File: src/design/wdq_pkg.sv
// package for the weight dequantizer: payload types, format codes, helper functions
`timescale 1ns / 1ps
package wdq_pkg;

	localparam int DEFAULT_BLOCK_ELEMENTS = 32;

	typedef enum logic [1:0] {
		FMT_F32  = 2'd0,
		FMT_F16  = 2'd1,
		FMT_BF16 = 2'd2,
		FMT_Q8   = 2'd3
	} fmt_t;

	typedef enum logic [0:0] {
		REG_FORMAT = 1'b0,
		REG_COUNT  = 1'b1
	} reg_idx_t;

	typedef struct packed {
		logic [15:0] raw_word;
		logic        tensor_start;
	} in_word_t;

	typedef struct packed {
		logic [31:0] value_bits;
		logic        last_element;
	} out_word_t;

	localparam logic [31:0] QNAN = 32'h7FC0_0000;

	// half to single, exact; subnormals normalized with a priority search over 10 bits
	function automatic logic [31:0] half_to_single(input logic [15:0] h);
		logic       sgn;
		logic [4:0] ex;
		logic [9:0] man;
		logic [3:0] lz;
		logic [10:0] norm;
		logic [7:0] e8;
		sgn = h[15];
		ex = h[14:10];
		man = h[9:0];
		lz = 4'd0;
		for (int i = 0; i < 10; i++) begin
			if (man[i]) begin
				lz = 4'(9 - i);
			end
		end
		norm = {1'b0, man} << (lz + 4'd1);
		e8 = 8'd0;
		if (ex == 5'd0) begin
			if (man == 10'd0) begin
				half_to_single = {sgn, 31'd0};
			end else begin
				e8 = 8'd113 - 8'd1 - {4'd0, lz};
				half_to_single = {sgn, e8, norm[9:0], 13'd0};
			end
		end else if (ex == 5'h1F) begin
			half_to_single = {sgn, 8'hFF, (man != 10'd0), 22'd0};
		end else begin
			e8 = {3'd0, ex} + 8'd112;
			half_to_single = {sgn, e8, man, 13'd0};
		end
	endfunction

	// signed byte times a widened scale, inf and NaN included; the product fits in 32 bits exactly
	function automatic logic [31:0] scale_byte(input logic [31:0] s, input logic [7:0] b);
		logic        neg;
		logic [7:0]  mag;
		logic [23:0] sm;
		logic [31:0] prod;
		logic [4:0]  top;
		logic [31:0] sh;
		logic [8:0]  ex;
		logic        rsgn;
		neg = b[7];
		mag = neg ? 8'(-b) : b;
		rsgn = s[31] ^ neg;
		if (s[30:23] == 8'hFF) begin
			if (s[22:0] != 23'd0) begin
				scale_byte = {s[31], QNAN[30:0]};
			end else if (b == 8'd0) begin
				scale_byte = QNAN;
			end else begin
				scale_byte = {rsgn, 8'hFF, 23'd0};
			end
		end else begin
			// widened halves are always normal or zero
			sm = (s[30:23] == 8'd0) ? 24'd0 : {1'b1, s[22:0]};
			prod = 32'(sm) * 32'(mag);
			top = 5'd0;
			for (int i = 23; i < 32; i++) begin
				if (prod[i]) begin
					top = 5'(i);
				end
			end
			sh = prod >> (top - 5'd23);
			ex = {1'b0, s[30:23]} + 9'(top) - 9'd23;
			if (prod == 32'd0) begin
				scale_byte = {rsgn, 31'd0};
			end else begin
				scale_byte = {rsgn, ex[7:0], sh[22:0]};
			end
		end
	endfunction

endpackage

File: src/design/weight_dequantize_to_fp32_core.sv
// Weight dequantizer: a raw 16-bit word stream is turned into IEEE single-precision words.
// Input channel in_valid/in_stall carries raw_word and tensor_start; output channel
// out_valid/out_stall carries value_bits and last_element. cfg_we/cfg_idx/cfg_data write
// source_format (index 0) and element_count (index 1); the user must write them only while the
// block is idle (not enforced). Each accepted word is decoded in one pass into a result
// register; an int8 data word yields up to two results, the others zero or one. A word
// accepted with two results stalls the input while the second result waits, so int8 data
// words are not taken back to back; every other format runs at one word a cycle while the
// receiver does not stall; the single result port is the limit. The input accepts while the
// second result slot is empty and the output register is empty or being drained, so a result
// leaving in the same cycle does not block the next word. When the receiver stalls, the
// result and any queued second result hold and the input stalls while a result waits in the
// output register. Reset clears formats, counters and valid flags.
`timescale 1ns / 1ps
module weight_dequantize_to_fp32_core #(
	parameter int BLOCK_ELEMENTS = wdq_pkg::DEFAULT_BLOCK_ELEMENTS
) (
	input  logic               clk,
	input  logic               arst_n,
	input  logic               in_valid,
	output logic               in_stall,
	input  wdq_pkg::in_word_t  in_data,
	output logic               out_valid,
	input  logic               out_stall,
	output wdq_pkg::out_word_t out_data,
	input  logic               cfg_we,
	input  logic [0:0]         cfg_idx,
	input  logic [31:0]        cfg_data
);

	localparam int WPB = 1 + (BLOCK_ELEMENTS + 1) / 2;
	localparam int PW = $clog2(WPB);

	logic [1:0]  fmt_q;
	logic [31:0] count_q;
	logic [PW-1:0] pos_q;
	logic [15:0] scale_q;
	logic [31:0] done_q;
	logic [15:0] low_q;
	logic        phase_q;

	wdq_pkg::out_word_t r0_q, r1_q;
	logic v0_q, v1_q;

	logic accept, pop;
	assign pop = v0_q && !out_stall;
	// room when the second slot is empty and the first is free or draining
	assign in_stall = v1_q || (v0_q && out_stall);
	assign accept = in_valid && !in_stall;

	logic [PW-1:0] pos_c;
	logic [31:0] done_c, sc;
	logic phase_c;
	logic [31:0] e0, e1;
	logic n0, n1;
	logic second_ok;
	logic [31:0] lim0, lim1;

	always_comb begin
		pos_c = in_data.tensor_start ? '0 : pos_q;
		done_c = in_data.tensor_start ? 32'd0 : done_q;
		phase_c = in_data.tensor_start ? 1'b0 : phase_q;
		sc = wdq_pkg::half_to_single(scale_q);
		second_ok = (32'(pos_c) * 2 - 32'd1) < 32'(BLOCK_ELEMENTS);
		e0 = 32'd0;
		e1 = 32'd0;
		n0 = 1'b0;
		n1 = 1'b0;
		case (wdq_pkg::fmt_t'(fmt_q))
			wdq_pkg::FMT_F32: begin
				e0 = {in_data.raw_word, low_q};
				n0 = phase_c;
			end
			wdq_pkg::FMT_F16: begin
				e0 = wdq_pkg::half_to_single(in_data.raw_word);
				n0 = 1'b1;
			end
			wdq_pkg::FMT_BF16: begin
				e0 = {in_data.raw_word, 16'd0};
				n0 = 1'b1;
			end
			default: begin
				e0 = wdq_pkg::scale_byte(sc, in_data.raw_word[7:0]);
				e1 = wdq_pkg::scale_byte(sc, in_data.raw_word[15:8]);
				n0 = (pos_c != '0);
				n1 = (pos_c != '0) && second_ok;
			end
		endcase
		lim0 = count_q - done_c;
		lim1 = lim0;
	end

	logic emit0, emit1;
	assign emit0 = n0 && (done_c < count_q);
	assign emit1 = n1 && ((done_c + 32'(emit0)) < count_q);

	always_ff @(posedge clk or negedge arst_n) begin
		if (!arst_n) begin
			fmt_q <= 2'd0;
			count_q <= 32'd0;
			pos_q <= '0;
			scale_q <= 16'd0;
			done_q <= 32'd0;
			low_q <= 16'd0;
			phase_q <= 1'b0;
			v0_q <= 1'b0;
			v1_q <= 1'b0;
		end else begin
			if (cfg_we) begin
				case (wdq_pkg::reg_idx_t'(cfg_idx))
					wdq_pkg::REG_FORMAT: fmt_q <= cfg_data[1:0];
					wdq_pkg::REG_COUNT: count_q <= cfg_data;
					default: ;
				endcase
			end
			if (pop) begin
				v0_q <= v1_q;
				r0_q <= r1_q;
				v1_q <= 1'b0;
			end
			if (accept) begin
				done_q <= done_c + 32'(emit0) + 32'(emit1);
				pos_q <= pos_c;
				phase_q <= phase_c;
				case (wdq_pkg::fmt_t'(fmt_q))
					wdq_pkg::FMT_F32: begin
						phase_q <= !phase_c;
						if (!phase_c) low_q <= in_data.raw_word;
					end
					wdq_pkg::FMT_Q8: begin
						if (pos_c == '0) scale_q <= in_data.raw_word;
						pos_q <= (32'(pos_c) + 32'd1 >= 32'(WPB)) ? '0 : PW'(pos_c + 1'b1);
					end
					default: ;
				endcase
				// slot 0 is free here (empty or draining) since in_stall is low
				if (emit0) begin
					r0_q <= '{value_bits: e0, last_element: (lim0 == 32'd1)};
					v0_q <= 1'b1;
					if (emit1) begin
						r1_q <= '{value_bits: e1, last_element: (lim1 == 32'd2)};
						v1_q <= 1'b1;
					end
				end else if (emit1) begin
					r0_q <= '{value_bits: e1, last_element: (lim1 == 32'd1)};
					v0_q <= 1'b1;
				end
			end
		end
	end

	assign out_valid = v0_q;
	assign out_data = r0_q;

	a_second_needs_first: assert property (@(posedge clk) disable iff (!arst_n)
		v1_q |-> v0_q) else $error("second result slot filled without first");
	a_done_bound: assert property (@(posedge clk) disable iff (!arst_n)
		accept |=> (done_q <= count_q || $past(done_q > count_q)))
		else $error("element counter passed count");
	a_no_accept_full: assert property (@(posedge clk) disable iff (!arst_n)
		v1_q |-> !accept) else $error("word accepted with both slots full");

endmodule
File: config.mk
export PLATFORM = sky130hd
export DESIGN_NAME = weight_dequantize_to_fp32_core
export DESIGN_NICKNAME = d
export VERILOG_FILES = /design/src/design/wdq_pkg.sv /design/src/design/weight_dequantize_to_fp32_core.sv
export SDC_FILE = /design/constraint.sdc
export NUM_CORES = 1
export LEC_CHECK = 0
export CAP_MARGIN = 40
export CORE_ASPECT_RATIO = 0.9
export CORE_MARGIN = 4
export CORE_UTILIZATION = 45
export CTS_CLUSTER_DIAMETER = 150
export CTS_CLUSTER_SIZE = 24
export DETAILED_ROUTE_END_ITERATION = 8
export DONT_BUFFER_PORTS = 1
export PLACE_DENSITY_LB_ADDON = 0.1
export SLEW_MARGIN = 40
export SYNTH_ARGS = -nofsm -noshare
export SYNTH_HDL_FRONTEND = slang
export SYNTH_SLANG_ARGS = --single-unit
File: constraint.sdc
create_clock -name clk -period 12.4 [get_ports clk]
set_input_delay 1.24 -clock clk [delete_from_list [all_inputs] [get_ports clk]]
set_output_delay 1.24 -clock clk [all_outputs]
set_load 0.01 [all_outputs]
### Yosys cells after proc, flatten, opt, wreduce, memory -nomap -nowiden

Cells that the tools add are included.

* muxes and demuxes: 82
* div/mod/pow operators: 0
* add/subtract/negate cells: 20
* magnitude comparators: 4
* bitwise gates (word level): 4
* shift operators: 4
* $mul: 2
* reductions and logical operators: 32
* equality and inequality tests: 8

Operators with widths (count)
* $mux 32: 8
* $mux 31: 8
* $mux 33: 4
* $mux 5: 25
* $pmux 32 s3: 1
* $mux 4: 21
* $add 32x1->32: 2
* $logic_not 32->1: 2
* $lt 32x32->1: 2
* $mul 24x8->32: 2
* $shr 32x5->23: 2
* $eq 32x1->1 const B: 1
* $eq 32x2->1 const B: 1
* $lt 32x6->1 const B: 1
* $sub 32x32->32: 1
* $logic_not 8->1: 3
* $mux 24: 1
* $reduce_bool 23->1: 1
* $logic_not 10->1: 2
* $reduce_bool 10->1: 2
* $shl 10x4->10: 2
* $add 5x7->8 const B: 2
* $add 8x5->8: 2
* $mux 8: 2
* other kinds (28): 58

* output and inout bits: 35
* memories: 0
* flip-flop bits (word level): 172
* bits in read-only memories: 0
* memory bits (writable): 0
* bits in latches: 0

### Longest topological paths before layout

* depth in word-level cells: 36
* mapped depth: 45
* depth with buffers taken out: 41

### Worst setup path before layout

Ideal clock, no wire load.

* path type: input-to-reg
* start: input port in_data[0] (netlist name)
* end: register done_q[30]
* setup time: 130 ps
* setup slack: 2607 ps
* cell stages on the path: 40
* arrival: 9663 ps
* data required time: 12270 ps
* buffers on the path: 8
* cells stage by stage: clkbuf_1 -> clkbuf_1 -> clkbuf_1 -> clkbuf_1 -> clkbuf_1 -> clkbuf_1 -> nor2b_1 -> ha_1 -> inv_1 -> fa_1 -> nand3_1 -> a21oi_1 -> o21ai_0 -> a21oi_1 -> a221oi_1 -> a311oi_1 -> clkbuf_1 -> ha_1 -> (+4 left out) -> or4_1 -> or3_1 -> a21oi_2 -> ha_1 -> a21o_1 -> a21oi_1 -> and2_1 -> o211ai_1 -> a21o_1 -> clkbuf_1 -> inv_1 -> ha_1 -> ha_1 -> nand2_1 -> or4_1 -> nor3_1 -> xnor2_1 -> o21ai_1

* word-level cells in the longest chain between the ends: 8

RTL lines
* start: declaration: line weight_dequantize_to_fp32_core.sv:22 `input wdq_pkg::in_word_t in_data,`
* parallel branches: the longest is 7 deep, another holds $lt 32x32->1
* $add 32x1->32 *: line weight_dequantize_to_fp32_core.sv:122 `done_q <= done_c + 32'(emit0) + 32'(emit1);`
* end signal: assignment: line weight_dequantize_to_fp32_core.sv:122
* end: declaration: line weight_dequantize_to_fp32_core.sv:38 `logic [31:0] done_q;`

Every way passes the cells marked *.
A chain may end at the register's enable or synchronous reset.

### Final worst setup path

* start: register scale_q[4]
* end: register r0_q (netlist bit out_data[2]) (data pin)

* word-level cells in the longest chain between the ends: 31

RTL lines
* start: declaration: line weight_dequantize_to_fp32_core.sv:37 `logic [15:0] scale_q;`
* start signal: assignment: line weight_dequantize_to_fp32_core.sv:131 `if (pos_c == '0) scale_q <= in_data.raw_word;`
* $mux 4 (6 in series): line wdq_pkg.sv:44 `if (man[i]) begin`
* $add 4x1->4 / $sub 7x4->8 (equally long branches): line wdq_pkg.sv:48, wdq_pkg.sv:54
* $shl 10x4->10 / $mux 31 (equally long branches): line wdq_pkg.sv:48, wdq_pkg.sv:51
* $mux 31, on equally long branches: line wdq_pkg.sv:51, wdq_pkg.sv:50
* $mux 31 *: line wdq_pkg.sv:50 `if (ex == 5'd0) begin`
* $mux 24: line wdq_pkg.sv:88 `sm = (s[30:23] == 8'd0) ? 24'd0 : {1'b1, s[22:0]};`
* $mul 24x8->32: line wdq_pkg.sv:89 `prod = 32'(sm) * 32'(mag);`
* $mux 5 (9 in series): line wdq_pkg.sv:92 `if (prod[i]) begin`
* (+2 left out)
* $sub 5x5->5: line wdq_pkg.sv:96 `sh = prod >> (top - 5'd23);`
* $shr 32x5->23: line wdq_pkg.sv:96
* $mux 31: line wdq_pkg.sv:98 `if (prod == 32'd0) begin`
* $mux 32: line wdq_pkg.sv:78 `if (s[30:23] == 8'hFF) begin`
* $mux 32: line weight_dequantize_to_fp32_core.sv:69 `case (wdq_pkg::fmt_t'(fmt_q))`
* $mux 33: line weight_dequantize_to_fp32_core.sv:144 `end else if (emit1) begin`
* $mux 33 *: line weight_dequantize_to_fp32_core.sv:137 `if (emit0) begin`
* $mux 33 *: line weight_dequantize_to_fp32_core.sv:121 `if (accept) begin`
* end signal: assignment: line weight_dequantize_to_fp32_core.sv:118 `r0_q <= r1_q;`
* end signal: assignment: line weight_dequantize_to_fp32_core.sv:138 `r0_q <= '{value_bits: e0, last_element: (lim0 == 32'd1)};`
* end signal: assignment: line weight_dequantize_to_fp32_core.sv:145 `r0_q <= '{value_bits: e1, last_element: (lim1 == 32'd1)};`
* end: declaration: line weight_dequantize_to_fp32_core.sv:42 `wdq_pkg::out_word_t r0_q, r1_q;`

Every way passes the cells marked *; elsewhere a longest branch is shown, timed or not. The select of a mux whose other input is x is not followed.

==> summary.md <==
| Metric | Value |
|---|---|
| Type of the worst setup path | reg -> reg |
| Top cell type by total area after synthesis | dfrtp_1 |
| CTS H-tree lvls | 4 |
| WL per Instance | between 20 and 25 um |
| Post-DR vias/cell | 6.24 |
| Die ar. | around 58000 um^2 |
| Antenna violations before repair | 0 |
| Syn nets | 3330 |
| CTS Buf Count | 17 |
| Register area | about 4600 um^2 |
| CTS tree | done |
| Post-synth EDFFs | 66 |
| Req. time, crit path | 12.64 ns |
| Mapped Area | 24200 um^2 |
| Slew headroom | 41.3% |
| Worst Tran Pin Value | 0.881 ns |
| Syn_area_per_cell | 8.12 um^2 |
| Largest net degree at the start of global routing | 141 |
| Flops & latches, synth | 172 |
| Crit path max fanout | 16 |
| Fin Clk Skew | 0.0178 ns |
| First drt pass iteration count | 8 |
| Top cells by count, synth | 310 x nand2_1, 270 x inv_1, 261 x nor2_1 |
| Start point of the critical path | scale_q[4]$_DFFE_PN0P_ |
| Multi-input logic area | between 15000 and 20000 um^2 |
| FMAX | 0.0872 GHz |
| Clock net sink count | 172 |
| Diodes inserted | 0 |
| DRC | 0 |
| Nets | ~3200 |
| Final Cycle Share | 92.5% |
| Die H | 228 um |
| Vias in the first global route | about 22000 |
| Crit start category | flop |
| Area share of the largest cell type after synthesis | between 10 and 15% |
| Final hold viol count | 0 |
| Core Region | 53100 um^2 |
| Filler cell count | 5315 |
| Initial Util | 45.6% |
| Dpl hpwl | roughly 67 mm |
| Hold-fix buffers, CTS | 0 |
| Worst path arrival time | 11.71 ns |
| Clock Path Buffers | 2 |
| Outcome | completed |
| PortBufs | 0 |
| Post-cts sizing count | 0 |
| Syn Inst Count | 2980 |
| Endpoint class of the critical path | flop |
| Max Slew Vio Count | 0 |
| Shortest period the worst path allows | 11.47 ns |
| Postcts setup bufs | 0 |
| Post-synthesis sequential area ratio | 19.2% |
| Clock Pin Slew Worst Setup and Hold Paths | around 0.080 ns |
| RePlAce Congestion | 0.959 |
| Worst Hold Class | in -> async |
| Die W | roughly 250 um |
| Total Routing Usage GR | 29.2% |
| First-pass GRT wire length | 132 mm |
| DRT Wirelength | between 80 and 90 mm |
| Placement Rows | 80 |
| Worst-Skew Late Latency | 0.49 ns |
| Area growth syn-to-layout | 4.77% |
| Synth top area cells | dfrtp_1 11%, ha_1 9.5%, fa_1 9.2% |
| Top-count cell post-synth | nand2_1 |
| RSZ-0062 raised after global routing | false |
| Share of post-route cells with drive strength above 1 | about 8.9% |
| Post-route ant nets | 0 |
| CP peak stage delay | roughly 0.7 ns |
| Global route overflow | 0 |
| Slowest CP cell | xor2_1 |
| I/O pins | 90 |
| Library cells used by synthesis | approximately 120 |
| Starting DRT DRC Count | 1863 |
| Setup_tns | 0 ns |
| Worst R2R Start | scale_q[4]$_DFFE_PN0P_ |
| CTS root buffer | clkbuf_16 |
| Synth Warn # | 0 |
| DR vias | 22412 |
| MaxCap Viol Count | 0 |
| Prevailing post-synth register cell | dfrtp_1 |
| Asr flop ratio synth | 61.6% |
| Final setup vio count | 0 |
-- final timing paths --
| check | end | slack (ns) | cells after the start |
|---|---|---|---|
| max in group asynchronous | done_q[8]$_DFFE_PN0P_ | 11.72 | 0 |
| max reg2reg | out_data[2]$_DFFE_PP_ | 0.93 | 35 |
| min | count_q[12]$_DFFE_PN0P_ | 0.44 | 0 |
| max | out_data[2]$_DFFE_PP_ | 0.93 | 35 |
| min reg2reg | done_q[0]$_DFFE_PN0P_ | 0.48 | 2 |
| min in group clk | done_q[0]$_DFFE_PN0P_ | 0.48 | 2 |
-- metal layers --
layer	vias to the layer above	share of wire, %	global-route usage [%]
met2	768	49	50.9
met1	11004	41	36.7
met5	-	0	0
met4	0	3.7	10.3
li1	10482	-	-
met3	158	5.7	4.26
-- per-stage QoR --
stage	hold slack, ns	instance area [um^2]	std cells	setup slack [ns]	util [%]
global route	0.422	25300	3591	0.237	47.8
global placement	0.450	24700	3556	1.32	46.5
floorplan	0.438	24200	2980	2.61	-
finish	0.440	25300	3591	0.928	47.8
detailed placement	0.458	24700	3559	1.13	46.6
CTS	0.416	25300	3591	1.13	47.8
-- final cells by class --
type | count | share of cell area (%)
multi-input cells | 2374 | 70.6
clock buffers | 17 | 1.68
repair buffers | 43 | 1.25
inverters | 273 | 4.04
flip-flops and latches | 172 | 18.3
well taps | 697 | 3.44
clock inverters | 15 | 0.716
-- cell families after synthesis --
logic type	Yosys count	synth area share (%)
AND/OR/NAND/NOR	1032	21.1
AO/OA/AOI/OAI	783	22.6
buffers and inverters	434	7.12
adder cells (fa/ha/maj)	295	18.7
flip-flops	172	19.2
multiplexers	137	6.48
XOR/XNOR	127	4.85
-- worst max-delay path: cells and delay by family, from the launching register on --
| kind | cells | cell delay, ns |
|---|---|---|
| buffers and inverters | 6 | 1.06 |
| AOI/OAI and AO/OA | 13 | 3.56 |
| and+or+nand+nor | 8 | 1.72 |
| xor gates and xnor gates | 1 | 0.70 |
| adders and majority gates | 7 | 3.54 |
| DFF | 1 | 0.63 |
-- flip-flops by register name (all words and copies together) (netlist names) --
signal	cells
out_data	33
r1_q	33
count_q	32
done_q	32
low_q	16
scale_q	16
pos_q	5
fmt_q	2
out_valid	1
phase_q	1
v1_q	1
-- layout by cell type, fill, tap and decap left out, drive strengths merged, types with 17 or more instances in the layout --
master | Yosys | layout
inv | 273 | 279
and2 | 27 | 27
buf | 42 | 43
a22oi | 18 | 18
nand4 | 32 | 32
a211oi | 34 | 34
nand3 | 78 | 78
xor2 | 61 | 61
nand2b | 62 | 62
xnor2 | 66 | 66
nor4 | 29 | 29
o31ai | 21 | 21
fa | 111 | 111
ha | 184 | 184
nor2b | 27 | 27
a21oi | 168 | 168
and3 | 31 | 31
nand2 | 313 | 313
a21o | 48 | 48
o21a | 32 | 32
nor2 | 265 | 265
or2 | 20 | 20
or3 | 21 | 21
edfxtp | 66 | 66
clkbuf | 119 | 17
a31oi | 29 | 29
mux2 | 64 | 64
dfrtp | 106 | 106
o22ai | 19 | 19
nor3 | 68 | 68
mux2i | 64 | 64
o211ai | 58 | 58
o21ai | 177 | 177
Power is left out: the tool's default activity adds up to more than one toggle a clock period on the data nets, which glitch-free logic cannot reach.
